`src/hdl/gdd_pkg.sv`:
```
// ----------------------------------------------------------------------------
// gdd_pkg
// Types, constants and calendar helpers for the Gregorian date difference
// block.
// ----------------------------------------------------------------------------
`default_nettype none

package gdd_pkg;

   localparam int DAY_W    = 5;
   localparam int MONTH_W  = 4;
   localparam int YEAR_W   = 12;
   localparam int COUNT_W  = 19;
   localparam int DIFF_W   = 20;

   localparam int DEF_MIN_YEAR = 1583;
   localparam int DEF_MAX_YEAR = 2399;

   localparam logic [COUNT_W-1:0] COUNT_MAX = '1;
   localparam logic [MONTH_W-1:0] MONTH_FEB = 4'd2;
   localparam logic [MONTH_W-1:0] MONTH_DEC = 4'd12;

   typedef struct packed {
      logic [DAY_W-1:0]   first_day;
      logic [MONTH_W-1:0] first_month;
      logic [YEAR_W-1:0]  first_year;
      logic [DAY_W-1:0]   second_day;
      logic [MONTH_W-1:0] second_month;
      logic [YEAR_W-1:0]  second_year;
   } req_data_type;

   typedef struct packed {
      logic signed [DIFF_W-1:0] day_difference;
      logic                     date_invalid;
   } rsp_data_type;

   typedef struct packed {
      logic load;
      logic step;
      logic finish;
   } gdd_cmd_type;

   typedef struct packed {
      logic walk_done;
      logic out_free;
   } gdd_sts_type;

   typedef enum logic {
      ST_IDLE,
      ST_WALK
   } gdd_state_type;

   // y / 100 by reciprocal: exact for any 12-bit year.
   function automatic logic is_leap(input logic [YEAR_W-1:0] y);
      logic [22:0]       prod;
      logic [5:0]        q;
      logic [YEAR_W-1:0] r;
      prod = 23'(y) * 23'd1311;
      q    = prod[22:17];
      r    = y - (YEAR_W'(q) * YEAR_W'(7'd100));
      return (r != '0) ? (y[1:0] == 2'd0) : (q[1:0] == 2'd0);
   endfunction

   function automatic logic [DAY_W-1:0] month_len(input logic [MONTH_W-1:0] m,
                                                  input logic leap);
      logic [DAY_W-1:0] len;
      case (m)
         4'd1, 4'd3, 4'd5, 4'd7, 4'd8, 4'd10, 4'd12: len = 5'd31;
         4'd4, 4'd6, 4'd9, 4'd11:                     len = 5'd30;
         MONTH_FEB:                                    len = leap ? 5'd29 : 5'd28;
         default:                                      len = 5'd0;
      endcase
      return len;
   endfunction

   function automatic logic date_ok(input logic [DAY_W-1:0]   d,
                                    input logic [MONTH_W-1:0] m,
                                    input logic [YEAR_W-1:0]  y,
                                    input logic [YEAR_W-1:0]  ymin,
                                    input logic [YEAR_W-1:0]  ymax);
      logic [DAY_W-1:0] len;
      len = month_len(m, is_leap(y));
      return (len != '0) && (y >= ymin) && (y <= ymax) && (d != '0) && (d <= len);
   endfunction

endpackage

`default_nettype wire

```
`src/hdl/gregorian_date_difference.sv`:
```
// On accept the dates are loaded, the earlier one is walked one day per cycle up to
// the later one, and the result is registered once the output is free; an invalid
// date pair skips the walk. No new item is taken while a walk is in progress.
// A new item is accepted while the previous result waits in the output register.
// Reset (synchronous, active high) returns the sequencer to idle and drops rsp_valid.
// ----------------------------------------------------------------------------
// gregorian_date_difference
// Signed day count from the first Gregorian date to the second.
// ----------------------------------------------------------------------------
`default_nettype none

module gregorian_date_difference #(
   parameter int MIN_YEAR = gdd_pkg::DEF_MIN_YEAR,
   parameter int MAX_YEAR = gdd_pkg::DEF_MAX_YEAR
) (
   input  wire logic                  clock,
   input  wire logic                  reset,
   input  wire logic                  req_valid,
   output      logic                  req_stall,
   input  wire gdd_pkg::req_data_type req_data,
   output      logic                  rsp_valid,
   input  wire logic                  rsp_stall,
   output      gdd_pkg::rsp_data_type rsp_data
);
   import gdd_pkg::*;

   gdd_cmd_type cmd;
   gdd_sts_type sts;

   gdd_ctrl u_ctrl (
      .clock     (clock),
      .reset     (reset),
      .req_valid (req_valid),
      .req_stall (req_stall),
      .sts       (sts),
      .cmd       (cmd)
   );

   gdd_dp #(
      .MIN_YEAR (MIN_YEAR),
      .MAX_YEAR (MAX_YEAR)
   ) u_dp (
      .clock     (clock),
      .reset     (reset),
      .req_data  (req_data),
      .cmd       (cmd),
      .sts       (sts),
      .rsp_stall (rsp_stall),
      .rsp_valid (rsp_valid),
      .rsp_data  (rsp_data)
   );

`ifndef SYNTHESIS
   a_busy_after_accept: assert property (@(posedge clock) disable iff (reset)
      (req_valid && !req_stall) |=> req_stall)
      else $error("block idle right after taking an item");

   a_invalid_zero: assert property (@(posedge clock) disable iff (reset)
      (rsp_valid && rsp_data.date_invalid) |-> (rsp_data.day_difference == '0))
      else $error("invalid date pair with nonzero difference");

   a_result_from_walk: assert property (@(posedge clock) disable iff (reset)
      $rose(rsp_valid) |-> $past(req_stall))
      else $error("result appeared without an item in progress");
`endif

endmodule

`default_nettype wire

```
`src/hdl/gdd_ctrl.sv`:
```
// ----------------------------------------------------------------------------
// gdd_ctrl
// Sequencer: takes an item, lets the datapath walk, releases the result.
// ----------------------------------------------------------------------------
`default_nettype none

module gdd_ctrl (
   input  wire logic                 clock,
   input  wire logic                 reset,
   input  wire logic                 req_valid,
   output      logic                 req_stall,
   input  wire gdd_pkg::gdd_sts_type sts,
   output      gdd_pkg::gdd_cmd_type cmd
);
   import gdd_pkg::*;

   gdd_state_type state_ff, state_in;

   always_ff @(posedge clock) begin
      if (reset) begin
         state_ff <= ST_IDLE;
      end else begin
         state_ff <= state_in;
      end
   end

   always_comb begin
      state_in = state_ff;
      case (state_ff)
         ST_IDLE: begin
            if (req_valid) state_in = ST_WALK;
         end
         ST_WALK: begin
            if (sts.walk_done && sts.out_free) state_in = ST_IDLE;
         end
         default: state_in = ST_IDLE;
      endcase
   end

   always_comb begin
      cmd       = '0;
      req_stall = 1'b1;
      case (state_ff)
         ST_IDLE: begin
            req_stall = 1'b0;
            cmd.load  = req_valid;
         end
         ST_WALK: begin
            cmd.step   = !sts.walk_done;
            cmd.finish = sts.walk_done && sts.out_free;
         end
         default: begin
            req_stall = 1'b1;
         end
      endcase
   end

endmodule

`default_nettype wire

```
`src/hdl/gdd_dp.sv`:
```
// ----------------------------------------------------------------------------
// gdd_dp
// Datapath: orders the dates, steps the earlier one a day per cycle and
// holds the result register.
// ----------------------------------------------------------------------------
`default_nettype none

module gdd_dp #(
   parameter int MIN_YEAR = gdd_pkg::DEF_MIN_YEAR,
   parameter int MAX_YEAR = gdd_pkg::DEF_MAX_YEAR
) (
   input  wire logic                  clock,
   input  wire logic                  reset,
   input  wire gdd_pkg::req_data_type req_data,
   input  wire gdd_pkg::gdd_cmd_type  cmd,
   output      gdd_pkg::gdd_sts_type  sts,
   input  wire logic                  rsp_stall,
   output      logic                  rsp_valid,
   output      gdd_pkg::rsp_data_type rsp_data
);
   import gdd_pkg::*;

   localparam logic [YEAR_W-1:0] YMIN = YEAR_W'(MIN_YEAR);
   localparam logic [YEAR_W-1:0] YMAX = YEAR_W'(MAX_YEAR);

   logic [DAY_W-1:0]   walk_day_ff, walk_day_in;
   logic [MONTH_W-1:0] walk_month_ff, walk_month_in;
   logic [YEAR_W-1:0]  walk_year_ff, walk_year_in;
   logic [DAY_W-1:0]   tgt_day_ff, tgt_day_in;
   logic [MONTH_W-1:0] tgt_month_ff, tgt_month_in;
   logic [YEAR_W-1:0]  tgt_year_ff, tgt_year_in;
   logic [COUNT_W-1:0] day_count_ff, day_count_in;
   logic               order_swapped_ff, order_swapped_in;
   logic               invalid_ff, invalid_in;
   logic               rsp_valid_ff, rsp_valid_in;
   rsp_data_type       rsp_data_ff, rsp_data_in;

   logic               swap;
   logic [DAY_W-1:0]   cur_len;
   logic [DIFF_W-1:0]  mag;

   // Later date by lexicographic year/month/day compare
   assign swap = {req_data.first_year, req_data.first_month, req_data.first_day} >
                 {req_data.second_year, req_data.second_month, req_data.second_day};

   assign cur_len = month_len(walk_month_ff, is_leap(walk_year_ff));
   assign mag     = {1'b0, day_count_ff};

   always_comb begin
      walk_day_in      = walk_day_ff;
      walk_month_in    = walk_month_ff;
      walk_year_in     = walk_year_ff;
      tgt_day_in       = tgt_day_ff;
      tgt_month_in     = tgt_month_ff;
      tgt_year_in      = tgt_year_ff;
      day_count_in     = day_count_ff;
      order_swapped_in = order_swapped_ff;
      invalid_in       = invalid_ff;

      if (cmd.load) begin
         invalid_in = !date_ok(req_data.first_day, req_data.first_month,
                               req_data.first_year, YMIN, YMAX) ||
                      !date_ok(req_data.second_day, req_data.second_month,
                               req_data.second_year, YMIN, YMAX);
         order_swapped_in = swap;
         day_count_in     = '0;
         if (swap) begin
            walk_day_in   = req_data.second_day;
            walk_month_in = req_data.second_month;
            walk_year_in  = req_data.second_year;
            tgt_day_in    = req_data.first_day;
            tgt_month_in  = req_data.first_month;
            tgt_year_in   = req_data.first_year;
         end else begin
            walk_day_in   = req_data.first_day;
            walk_month_in = req_data.first_month;
            walk_year_in  = req_data.first_year;
            tgt_day_in    = req_data.second_day;
            tgt_month_in  = req_data.second_month;
            tgt_year_in   = req_data.second_year;
         end
      end else if (cmd.step) begin
         if (day_count_ff != COUNT_MAX) day_count_in = day_count_ff + 1'b1;
         if (walk_day_ff >= cur_len) begin
            walk_day_in = 5'd1;
            if (walk_month_ff == MONTH_DEC) begin
               walk_month_in = 4'd1;
               walk_year_in  = walk_year_ff + 1'b1;
            end else begin
               walk_month_in = walk_month_ff + 1'b1;
            end
         end else begin
            walk_day_in = walk_day_ff + 1'b1;
         end
      end
   end

   always_comb begin
      rsp_valid_in = rsp_valid_ff && rsp_stall;
      rsp_data_in  = rsp_data_ff;
      if (cmd.finish) begin
         rsp_valid_in             = 1'b1;
         rsp_data_in.date_invalid = invalid_ff;
         if (invalid_ff) begin
            rsp_data_in.day_difference = '0;
         end else if (order_swapped_ff) begin
            rsp_data_in.day_difference = DIFF_W'(-mag);
         end else begin
            rsp_data_in.day_difference = mag;
         end
      end
   end

   always_ff @(posedge clock) begin
      if (reset) begin
         walk_day_ff      <= '0;
         walk_month_ff    <= '0;
         walk_year_ff     <= '0;
         day_count_ff     <= '0;
         order_swapped_ff <= 1'b0;
         invalid_ff       <= 1'b0;
         rsp_valid_ff     <= 1'b0;
      end else begin
         walk_day_ff      <= walk_day_in;
         walk_month_ff    <= walk_month_in;
         walk_year_ff     <= walk_year_in;
         day_count_ff     <= day_count_in;
         order_swapped_ff <= order_swapped_in;
         invalid_ff       <= invalid_in;
         rsp_valid_ff     <= rsp_valid_in;
      end
   end

   always_ff @(posedge clock) begin
      tgt_day_ff   <= tgt_day_in;
      tgt_month_ff <= tgt_month_in;
      tgt_year_ff  <= tgt_year_in;
      rsp_data_ff  <= rsp_data_in;
   end

   assign sts = '{walk_done: invalid_ff ||
                             ((walk_day_ff == tgt_day_ff) &&
                              (walk_month_ff == tgt_month_ff) &&
                              (walk_year_ff == tgt_year_ff)),
                  out_free:  !rsp_valid_ff || !rsp_stall};

   assign rsp_valid = rsp_valid_ff;
   assign rsp_data  = rsp_data_ff;

endmodule

`default_nettype wire

```
`config.mk`:
```
export PLATFORM = sky130hd
export DESIGN_NAME = gregorian_date_difference
export DESIGN_NICKNAME = d
export VERILOG_FILES = /design/src/hdl/gdd_pkg.sv /design/src/hdl/gregorian_date_difference.sv /design/src/hdl/gdd_ctrl.sv /design/src/hdl/gdd_dp.sv
export SDC_FILE = /design/constraint.sdc
export NUM_CORES = 1
export LEC_CHECK = 0
export BUFFER_PORTS_ARGS = -buffer_cell sky130_fd_sc_hd__buf_2
export CORE_ASPECT_RATIO = 0.8
export CORE_MARGIN = 2
export CORE_UTILIZATION = 60
export DETAILED_ROUTE_END_ITERATION = 12
export GPL_TIMING_DRIVEN = 1
export PLACE_DENSITY = 0.88
export SLEW_MARGIN = 20
export SYNTH_ARGS = -nofsm -noshare
export SYNTH_HDL_FRONTEND = slang
export SYNTH_HIERARCHICAL = 1
export SYNTH_SLANG_ARGS = --single-unit
```
`constraint.sdc`:
```
create_clock -name clock -period 12.2 [get_ports clock]
set_input_delay 0.61 -clock clock [delete_from_list [all_inputs] [get_ports clock]]
set_output_delay 0.61 -clock clock [all_outputs]
set_load 0.02 [all_outputs]
```
* Word level (Yosys, flattened, before mapping)
Index checks and enable logic that the tools add are counted.
** Cells by class
- $add $sub $neg :: 8
- Multiply operators :: 6
- Magnitude comparators :: 8
- Equality and inequality tests :: 40
- Muxes and demuxes :: 36
- Bitwise logic cells :: 2
- Reductions and logical operators :: 47
** Operators with widths (number)
- 12-bit two-way mux :: 6
- 12-bit by 11-bit multiplier with 23-bit output (second input constant) :: 3
- 4-bit == test (second input constant) :: 15
- 4-bit by 3-bit == test with 1-bit output (second input constant) :: 12
- 5-bit case mux with 3 select lines :: 3
- 12-bit nonzero test :: 3
- 12-bit subtractor :: 3
- 5-bit two-way mux :: 7
- 6-bit by 5-bit multiplier with 10-bit output (second input constant) :: 3
- 4-bit by 2-bit == test with 1-bit output (second input constant) :: 6
- 12-bit by 11-bit greater-or-equal comparator with 1-bit output (second input constant) :: 2
- 12-bit <= comparator (second input constant) :: 2
- 4-bit two-way mux :: 6
- 21-bit greater-than comparator :: 1
- 7-bit OR reduction :: 3
- 19-bit negation with 20-bit output :: 1
- 5-bit nonzero test :: 4
- 19-bit by 1-bit adder with 19-bit output (second input constant) :: 1
- 19-bit two-way mux :: 1
- 19-bit inequality test (second input constant) :: 1
- 12-bit by 1-bit adder with 12-bit output (second input constant) :: 1
- 12-bit == test :: 1
- 4-bit by 1-bit == test with 1-bit output (second input constant) :: 3
- 1-bit logical AND :: 12
- 18 further kinds :: 47
** Word-level totals
- Register bits :: 86
- Output and inout port bits :: 23

* Depth between registers and ports, before layout
Gate-level depths: netlist of the first run.
- Depth in word-level cells :: 15
- Gate-level depth with buffers :: 51
- Depth with buffers taken out :: 48

* Cells and area by module
The synthesis of the first run kept the hierarchy.
** By module, submodules not included
- gdd_dp :: instances 1, cells each 1795, area each 16056.6 um^2
- gdd_ctrl :: instances 1, cells each 6, area each 58.8 um^2

* Worst setup path before layout of the first run
OpenSTA, ideal clock, no wires.
- Path kind :: register to register
- Start point :: register u_dp.walk_year_ff[5]
- End point :: register u_dp.walk_year_ff[5]
- Arrival :: 9.797 ns
- Required time :: 12.062 ns
- Setup slack :: 2.265 ns
- Stages on the path, launching flop included :: 49
- Path through :: dfxtp_1 inv_1 fa_1 inv_1 ha_1 inv_1 fa_1 inv_1 fa_1 inv_1 fa_1 inv_1 ha_1 a21oi_1 o21ai_0 a22oi_1 a31oi_1 o21ai_0 [13 not listed] o221ai_1 a211oi_1 nand4_1 or4_1 nor4_1 a31oi_1 ha_1 nand2b_1 a21o_1 a21o_1 a21oi_1 o21ai_0 nand2_1 nor2_1 clkbuf_1 o21ai_0 a22oi_1 a221oi_1
** Between the ends
- Cells in the longest elaborated chain, start to end :: 10
- Elaborated cells between the ends (all ways) :: 22
- Classes of those cells :: add/sub (2); mul (2); order compare (1); eq/ne (1); mux (8); reduce/logical (8)
** RTL lines
- start: declaration :: line gdd_dp.sv:28 : logic [YEAR_W-1:0] walk_year_ff, walk_year_in;
- start signal: assignment :: line gdd_dp.sv:126 : walk_year_ff <= walk_year_in;
- 12-bit by 11-bit multiplier with 23-bit output :: line gdd_pkg.sv:58 : prod = 23'(y) * 23'd1311;
- 6-bit by 5-bit multiplier with 10-bit output :: line gdd_pkg.sv:60 : r = y - (YEAR_W'(q) * YEAR_W'(7'd100));
- 12-bit subtractor :: line gdd_pkg.sv:60
- 12-bit nonzero test :: line gdd_pkg.sv:61 : return (r != '0) ? (y[1:0] == 2'd0) : (q[1:0] == 2'd0);
- 1-bit two-way mux :: line gdd_pkg.sv:61
- 1-bit two-way mux :: line gdd_pkg.sv:70 : MONTH_FEB: len = leap ? 5'd29 : 5'd28;
- 5-bit case mux with 3 select lines :: line gdd_pkg.sv:67 : case (m)
- 5-bit greater-or-equal comparator :: line gdd_dp.sv:84 : if (walk_day_ff >= cur_len) begin
- 2-bit nonzero test (no line)
- 3-bit AND reduction (no line)
Parallel ways exist; a longest one is shown, timed or not. The select of a mux whose other input is x is not followed.
A chain may end at the register's enable or synchronous reset.

* Final worst setup path of the first run
- Start point :: register u_dp.walk_year_ff[6]
- End point :: register u_dp.walk_year_ff[9]
The elaborated chain is that of the path after synthesis.

==> results of run 1 <==
## routing by layer
layer / GRT usage, % / vias to the layer above / routed length, um
met4: 9.05 / 2 / 965
met1: 35.8 / 6141 / 16300
met5: 0 / - / 13
met3: 3.22 / 99 / 2370
li1: - / 6196 / -
met2: 47.8 / 520 / 17700
## power by group
group | internal [W] | leakage, nW | total, W | switching, W
clock network | 0.000162 | 0.146 | 0.000282 | 0.000120
registers | 0.000322 | 0.753 | 0.000348 | 0.0000261
logic | 0.00129 | 8.08 | 0.00304 | 0.00176
## tightest hold or removal path: cells and delay by family (launching register included)
family         cells  cell delay [ns]
flip-flops         1             0.33
AO/OA/AOI/OAI      2             0.13
## metrics by stage
step                      hold slack [ns]  area (um^2)  utilization (%)  setup slack, ns  cells
after floorplan                     0.472        16100                -             2.27   1801
after global placement              0.483        16800             63.8             1.53   2194
after detailed placement            0.495        16800             63.8             1.04   2194
after CTS                           0.506        17100             65.0             1.00   2210
after global routing                0.539        17100             65.0           0.0213   2210
final                               0.511        17100             65.0            0.863   2211
## cells in the final DEF (no fill, tap or decap), types with 24 or more instances in the layout
master,n
ha_1,409
inv_1,350
fa_1,129
nand2_1,105
nor2_1,100
a21oi_1,87
o21ai_0,81
buf_2,68
xnor2_1,63
dfxtp_1,44
edfxtp_1,42
xor2_1,33
nand3_1,26
a21o_1,24
nand4_1,24
## cell type report
class                      instances  area share (%)
multi-input combinational       1331            73.3
tap                              357            2.61
sequential                        86            12.5
antenna                            1          0.0146
clock buffer                       9            1.32
clock inverter                     7           0.461
inverter                         350            7.68
timing repair buffer              70            2.08
## cells by family (layout without fill, tap and decap cells)
| logic type | Yosys count | after routing | share of synthesized area, % |
|---|---|---|---|
| simple gates | 362 | 362 | 10.8 |
| mux | 26 | 26 | 1.70 |
| compound gates | 307 | 307 | 12.2 |
| fa+ha+maj | 540 | 540 | 47.9 |
| other cells | 0 | 1 | 0 |
| buf+inv | 384 | 436 | 8.94 |
| flops | 86 | 86 | 13.3 |
| xor+xnor | 96 | 96 | 5.22 |
## registers in the layout, indices dropped and copies added, names as in the netlist
name                   flops
u_dp/invalid_ff            1
u_dp/tgt_day_ff            5
u_dp/day_count_ff         19
u_dp/tgt_year_ff          12
u_ctrl/state_ff            1
u_dp/order_swapped_ff      1
u_dp/rsp_valid             1
u_dp/rsp_data             21
u_dp/tgt_month_ff          4
u_dp/walk_year_ff         12
u_dp/walk_month_ff         4
u_dp/walk_day_ff           5
## worst paths after layout
path | start | endpoint | slack, ns
hold / removal | u_dp/day_count_ff[12] | u_dp/day_count_ff[12] | 0.51
setup reg to reg | u_dp/walk_year_ff[6] | u_dp/walk_year_ff[9] | 0.86
hold reg to reg | u_dp/day_count_ff[12] | u_dp/day_count_ff[12] | 0.51
setup / recovery | u_dp/walk_year_ff[6] | u_dp/walk_year_ff[9] | 0.86
==> results.toml, run 1 <==
[detailed_routing]
drt-initial-drc-count = 1147
antenna_left = 0
dr.pass1.iters = 6
viasPerCell = 5.86
vias = 13000
drc = 0
wirelength_um = 37400
wire_per_inst_um = 16.9

[yosys]
syn-cell-area_um2 = 16100
synth_cell_type_count = 69
postSynth.asyncResetShare_pct = 0
yosysMostFrequentCell = "ha_1"
syn_area_per_cell_um2 = 8.95
synthTopCellsByCount = "409 x ha_1, 350 x inv_1, 129 x fa_1"
synth_nets = 2385
synth-main-ff-cell = "dfxtp_1"
synth_edf_count = 42
synth_top_area_cell = "ha_1"
yosys_warnings = 6
syn_inst = 1801
ys_ff_latch = 86
synth_top_cell_area_share_pct = 31.8
synth_area_leaders = "ha_1 32%, fa_1 16%, inv_1 8.2%, edfxtp_1 7.8%, dfxtp_1 5.5%"
ys_seq_area_share_pct = 13.3

[place]
place_congestion = 0.947
io_buffers = 68
dp_hpwl_um = 30900

[floorplanning]
die-area_um2 = 28200
fp.coreArea_um2 = 26300
placement_rows = 53
start_util_pct = 61.2
die_w_um = 187
die_h_um = 151
io_pins = 69

[global_route]
grt_max_degree = 83
grt.total_usage_pct = 27.4
grt_pass1_vias = 13300
overflow = 0
antenna_found_initial = 2
grt_pass1_wl_um = 63100

[flow_run]
cap_violations = 0

[clock_tree]
worst_skew_pair.late_latency_ns = 0.35
clk_pin_slew_ns = 0.07
clockRootBuffer = "clkbuf_16"
cts_sinks = 86
cts_resized = 0
holdBufCountCts = 0
cts_inserted_buffers = 9
cts_max_path_buffers = 2
cts_tree = "done"
htree_levels = 3
postCtsSetupRepairBufs = 0

[outcome]
status = "finished clean"

[worst_setup_path]
critPathKind = "reg2reg"
max_stage_delay_ns = 0.64
startpoint_type = "flop"
cp_data_required_time_ns = 12.39
critPathBufInv = 6
arrival_ns = 11.53
critPathTopFamily = "adder cells"
crit_cells = 46
crit_top_cell = "ha_1"
r2r_cells = 46
slowest_stage = "nor2_1"
worstPathMaxFanout = 11
end_kind = "flop"

[sta]
skew_ns = 0.00758
worst_pin_slew_ns = 0.854
min_period_over_period_pct = 92.9
fin_crit_ns = 11.34
relSlewSlack_pct = 43.1
rsz0062_at_grt = "false"
slew_violations = 0
max_freq_mhz = 88.2
setup_viol = 0
hold_viol = 0
fin_tns_setup_ns = 0

[layout]
layout-drive-gt1-share_pct = 5.88
fillers = 2063
multi_input_area_um2 = 12500
areaGrowthSynthToFinish_pct = 6.16
seq_area_um2 = 2140
layout.nets = 2432

[power_and_ir_drop]
cellLeakagePower_nw = 8.98
power_density_nw_per_um2 = 215
ir_drop_mv = 0.284
finalPower_w = 0.00367

[hold_path]
hold_path.class = "reg2reg"
min_path_cells = 2
(Power assumes the default switching activity.)
==> inputs of run 2 (changes only) <==
--- a/config.mk
+++ b/config.mk
@@ -5,6 +5,7 @@
 export SDC_FILE = /design/constraint.sdc
 export NUM_CORES = 1
 export LEC_CHECK = 0
+export ABC_AREA = 1
 export BUFFER_PORTS_ARGS = -buffer_cell sky130_fd_sc_hd__buf_2
 export CORE_ASPECT_RATIO = 0.8
 export CORE_MARGIN = 2
==> run 2 against run 1 <==
Critical path depth is 6 higher. Hold slack gained 0.015 ns. Synthesized cell count up 15%. Global-route usage is 0.72 points higher. Maximum frequency rose by 17%. Register-to-register slack better by 1.6 ns. Via count grew 11%. Critical path type unchanged.
==> results.toml, run 2 <==
[outcome]
status = "finished clean"

[worst_setup_path]
critPathKind = "reg2reg"
end_kind = "flop"
cp_data_required_time_ns = 12.40
slowest_stage = "dfxtp_1"
arrival_ns = 9.91
max_stage_delay_ns = 0.74
worstPathMaxFanout = 17
crit_top_cell = "inv_1"
startpoint_type = "flop"

[global_route]
overflow = 0
grt_pass1_wl_um = 68100
use_met3_pct = 4.25
grt.total_usage_pct = 28.2
grt.met2_usage_pct = 47.9
grt_max_degree = 82
antenna_found_initial = 2
use_met1_pct = 36.4
top_usage_layer = "met2"
grt_pass1_vias = 14800

[clock_tree]
cts_sinks = 86
cts_max_path_buffers = 2
postCtsSetupRepairBufs = 0
holdBufCountCts = 0
clockRootBuffer = "clkbuf_16"
worst_skew_pair.late_latency_ns = 0.34
cts_inserted_buffers = 9
cts_tree = "done"
htree_levels = 3
cts_resized = 0
clk_pin_slew_ns = 0.06

[sta]
holdWs_ns = 0.526
rsz0062_at_grt = "false"
skew_ns = 0.00949
worst_pin_slew_ns = 0.828
hold_viol = 0
fin_tns_setup_ns = 0
max_freq_mhz = 103
relSlewSlack_pct = 44.6
slew_violations = 0
fin_crit_ns = 9.71
setup_viol = 0
setup_slack_ns = 2.49
min_period_over_period_pct = 79.6

[yosys]
ys_seq_area_share_pct = 12.8
synth_top_area_cell = "ha_1"
synth_area_leaders = "ha_1 31%, fa_1 15%, inv_1 10%, edfxtp_1 7.5%, nand2_1 5.9%"
postSynth.asyncResetShare_pct = 0
ys_ff_latch = 86
syn_inst = 2078
yosys_warnings = 6
synth-main-ff-cell = "dfxtp_1"
syn_area_per_cell_um2 = 8.06
synth_nets = 2662
synth_edf_count = 42
synthTopCellsByCount = "462 x inv_1, 409 x ha_1, 264 x nand2_1"
yosysMostFrequentCell = "inv_1"
syn-cell-area_um2 = 16800
synth_top_cell_area_share_pct = 30.5
synth_cell_type_count = 53

[detailed_routing]
wirelength_um = 40100
drt-initial-drc-count = 1377
dr.pass1.iters = 7
wire_per_inst_um = 16.0
viasPerCell = 5.73
antenna_left = 0
drc = 0
vias = 14400

[flow_run]
cap_violations = 0

[layout]
layout.nets = 2721
final_cell_mix = "462 x inv_1, 409 x ha_1, 264 x nand2_1"
final_common_cell = "inv_1"
layout-drive-gt1-share_pct = 7.38
fin_cells = 2508
areaGrowthSynthToFinish_pct = 6.21
largest_reg_flops = 21

[floorplanning]
io_pins = 69
die_h_um = 153
fp.coreArea_um2 = 27400
die-area_um2 = 29300
start_util_pct = 61.2
placement_rows = 54
die_w_um = 191

[place]
place_congestion = 0.916
io_buffers = 68
dp_hpwl_um = 33100
pre_cts_slack_ns = 2.71
placedCellCount = 2490

[hold_path]
hold_path.class = "reg2reg"
==> run 2: cells by family after synthesis <==
family	share of synthesized area [%]
buf+inv	11.1
compound gates	11.5
fa+ha+maj	46.0
flops	12.8
simple gates	15.5
xor+xnor	3.19
==> run 2: critical path: cells and delay by family (launching register included) <==
family	cells	cell delay (ns)
simple gates	21	2.19
compound gates	6	1.08
buf+inv	12	1.02
fa+ha+maj	12	4.44
xor+xnor	1	0.11
flops	1	0.74
==> run 2: metrics by stage <==
step	utilization, %	area (um^2)
floorplan	-	16800
global placement	63.9	17500
detailed placement	63.9	17500
CTS	65.0	17800
global route	65.0	17800
finish	65.0	17800
==> run 2: final timing paths <==
check / slack [ns] / depth (start not counted) / startpoint / endpoint
worst max-delay path: 2.49 / 52 / u_dp/walk_year_ff[9] / u_dp/walk_year_ff[11]
worst min-delay path: 0.53 / 2 / u_dp/day_count_ff[18] / u_dp/day_count_ff[18]
worst max register to register: 2.49 / 52 / u_dp/walk_year_ff[9] / u_dp/walk_year_ff[11]
worst min register to register: 0.53 / 2 / u_dp/day_count_ff[18] / u_dp/day_count_ff[18]
==> run 2: layout make-up <==
class	instances	area (um^2)
Multi-Input combinational cell	1499	12800
Fill cell	2151	9570
Sequential cell	86	2140
Inverter	471	1770
Tap cell	364	455
Timing Repair Buffer	70	355
Clock buffer	10	229
Clock inverter	6	68.8
Antenna cell	2	5.00
==> run 2: routing by layer <==
layer / vias to the layer above / wire length [um]
met3: 116 / 2980
met1: 6673 / 16800
met2: 645 / 19100
met4: 0 / 1130
li1: 6931 / -
met5: - / 0
Power of run 2 is not shown: default switching activity piles up to over one toggle a cycle in this logic, so the estimate is an artifact.
==> inputs of run 3 (changes only) <==
--- a/config.mk
+++ b/config.mk
@@ -5,7 +5,7 @@
 export SDC_FILE = /design/constraint.sdc
 export NUM_CORES = 1
 export LEC_CHECK = 0
-export ABC_AREA = 1
+export ABC_AREA = 0
 export BUFFER_PORTS_ARGS = -buffer_cell sky130_fd_sc_hd__buf_2
 export CORE_ASPECT_RATIO = 0.8
 export CORE_MARGIN = 2
==> constraint.sdc (replaced) <==
create_clock -name clock -period 9.9 [get_ports clock]
set_input_delay 0.495 -clock clock [delete_from_list [all_inputs] [get_ports clock]]
set_output_delay 0.495 -clock clock [all_outputs]
set_load 0.02 [all_outputs]
==> run 3 against run 2 <==
Core utilization is 3.8 points higher. Die area is 3.7% lower. Sequential share of layout area is 0.12 points lower. Count of clock-buffer cells in the layout is 1 higher. Flip-flop and latch count stayed put. Global-route usage decreased by 0.14 points. First-iteration DRC count decreased by 7.7%. Non-clock buffer count increased by 71. Largest cell class unchanged.
==> results.toml, run 3 (synthesized netlist as in run 1, its figures left out) <==
[power_and_ir_drop]
finalPower_w = 0.00469
cellLeakagePower_nw = 9.35
power_density_nw_per_um2 = 259
ir_drop_mv = 0.416

[worst_setup_path]
max_stage_delay_ns = 0.59
cp_data_required_time_ns = 10.17
arrival_ns = 10.00
critPathKind = "reg2reg"
r2r_cells = 45
startpoint_type = "flop"
crit_path_start = "u_dp/walk_year_ff[11]"
reg2reg_slack_ns = 0.18
cp-endpoint = "u_dp/walk_month_ff[2]"
r2r-end = "u_dp/walk_month_ff[2]"
worstPathMaxFanout = 5
reg2reg_from = "u_dp/walk_year_ff[11]"
slowest_stage = "fa_1"
crit_top_cell = "ha_4"
end_kind = "flop"

[detailed_routing]
wirelength_um = 40500
vias = 13500
wire_per_inst_um = 17.8
drc = 0
dr.pass1.iters = 6
viasPerCell = 5.90
drt-initial-drc-count = 1271
antenna_left = 0

[clock_tree]
cts_tree = "done"
cts_inserted_buffers = 9
cts_max_path_buffers = 2
clk_pin_slew_ns = 0.06
worst_skew_pair.late_latency_ns = 0.35
cts_sinks = 86
clockRootBuffer = "clkbuf_16"
htree_levels = 3

[layout]
areaGrowthSynthToFinish_pct = 12.4
utilization_pct = 68.8
layout.nets = 2504
layout-drive-gt1-share_pct = 13.5
seq_area_um2 = 2160
final_common_cell = "ha_1"
fillers = 1915
largest_reg_flops = 21
final_cell_mix = "393 x ha_1, 341 x inv_1, 128 x fa_1"
multi_input_area_um2 = 13000

[sta]
setup_viol = 0
worst_pin_slew_ns = 0.878
fin_crit_ns = 9.72
hold_viol = 0
max_freq_mhz = 103
relSlewSlack_pct = 41.5
min_period_over_period_pct = 98.2
holdWs_ns = 0.408
fin_tns_setup_ns = 0
slew_violations = 0
skew_ns = 0.0150

[outcome]
status = "finished clean"

[floorplanning]
fp.coreArea_um2 = 26300
die_w_um = 187
die_h_um = 151
io_pins = 69
start_util_pct = 61.2
placement_rows = 53
die-area_um2 = 28200

[global_route]
grt_pass1_wl_um = 64200
overflow = 0
antenna_found_initial = 1
grt_pass1_vias = 13300
grt_max_degree = 83
grt.total_usage_pct = 28.0

[place]
io_buffers = 68
dp_hpwl_um = 32000
place_congestion = 0.938

[hold_path]
hold_path.class = "in2reg"
min_path_cells = 3

[flow_run]
cap_violations = 0
run 3: cell count changes in the layout (fill, tap and decap cells not counted), sizes merged, moves of 19 or more:
cell / previous run / this run
nand2: 290 / 105
inv: 472 / 350
buf: 70 / 141
a21oi: 154 / 88
nand3: 86 / 26
o21ai: 124 / 82
xnor2: 34 / 63
a21o: 5 / 24
run 3: cell type report:
class / count / area share [%]
multi-input combinational: 1332 / 71.8
sequential: 86 / 11.9
inverter: 350 / 7.31
timing repair buffer: 141 / 4.97
tap: 357 / 2.47
clock buffer: 11 / 1.28
clock inverter: 5 / 0.235
antenna: 1 / 0.0138
run 3: how the worst min path moves through the flow:
stage | startpoint | end | slack, ns
floorplan | u_dp/day_count_ff[12] | u_dp/day_count_ff[12] | 0.47
global placement | u_dp/day_count_ff[12] | u_dp/day_count_ff[12] | 0.48
detailed placement | u_dp/day_count_ff[12] | u_dp/day_count_ff[12] | 0.50
CTS | rsp_stall | u_dp/rsp_valid | 0.41
global route | rsp_stall | u_dp/rsp_valid | 0.43
finish | rsp_stall | u_dp/rsp_valid | 0.41
run 3: critical path: cells and delay by family, from the launching register on:
family / cells / cell delay, ns
AND/OR/NAND/NOR: 8 / 1.43
XOR/XNOR: 2 / 0.39
AO/OA/AOI/OAI: 18 / 3.09
adder cells (fa/ha/maj): 12 / 4.02
buffers and inverters: 5 / 0.37
flip-flops: 1 / 0.33
run 3: metal layers:
layer | part of all wire [%] | global-route usage, % | vias up
met2 | 48 | 48.3 | 600
met1 | 42 | 36.2 | 6393
met5 | 0 | 0 | -
met3 | 6.8 | 4.24 | 137
li1 | - | - | 6349
met4 | 3.2 | 9.48 | 0
run 3: through the flow:
| step | cell area [um^2] | cells | worst slack [ns] |
|---|---|---|---|
| final | 18100 | 2283 | 0.177 |
| after CTS | 17500 | 2269 | -0.00469 |
| after global routing | 18100 | 2282 | -0.219 |
| after detailed placement | 17200 | 2248 | -0.245 |
| after global placement | 17200 | 2248 | 0.0381 |
| after floorplan | 16100 | 1801 | 0.0100 |
run 3: what timing repair did:
action,4_1_cts,5_1_grt
pin swaps,5,47
setup endpoints to repair,14,22
endpoints found under the hold margin,0,0
resized for setup,7,90
buffers inserted,5,12
gates cloned,0,1
hold buffers,0,0
run 3: power breakdown:
| part | internal (W) | leakage [nW] | total, W | switching [W] |
|---|---|---|---|---|
| registers | 0.000397 | 0.758 | 0.000421 | 0.0000246 |
| logic | 0.00168 | 8.46 | 0.00395 | 0.00228 |
| clock network | 0.000174 | 0.136 | 0.000315 | 0.000141 |
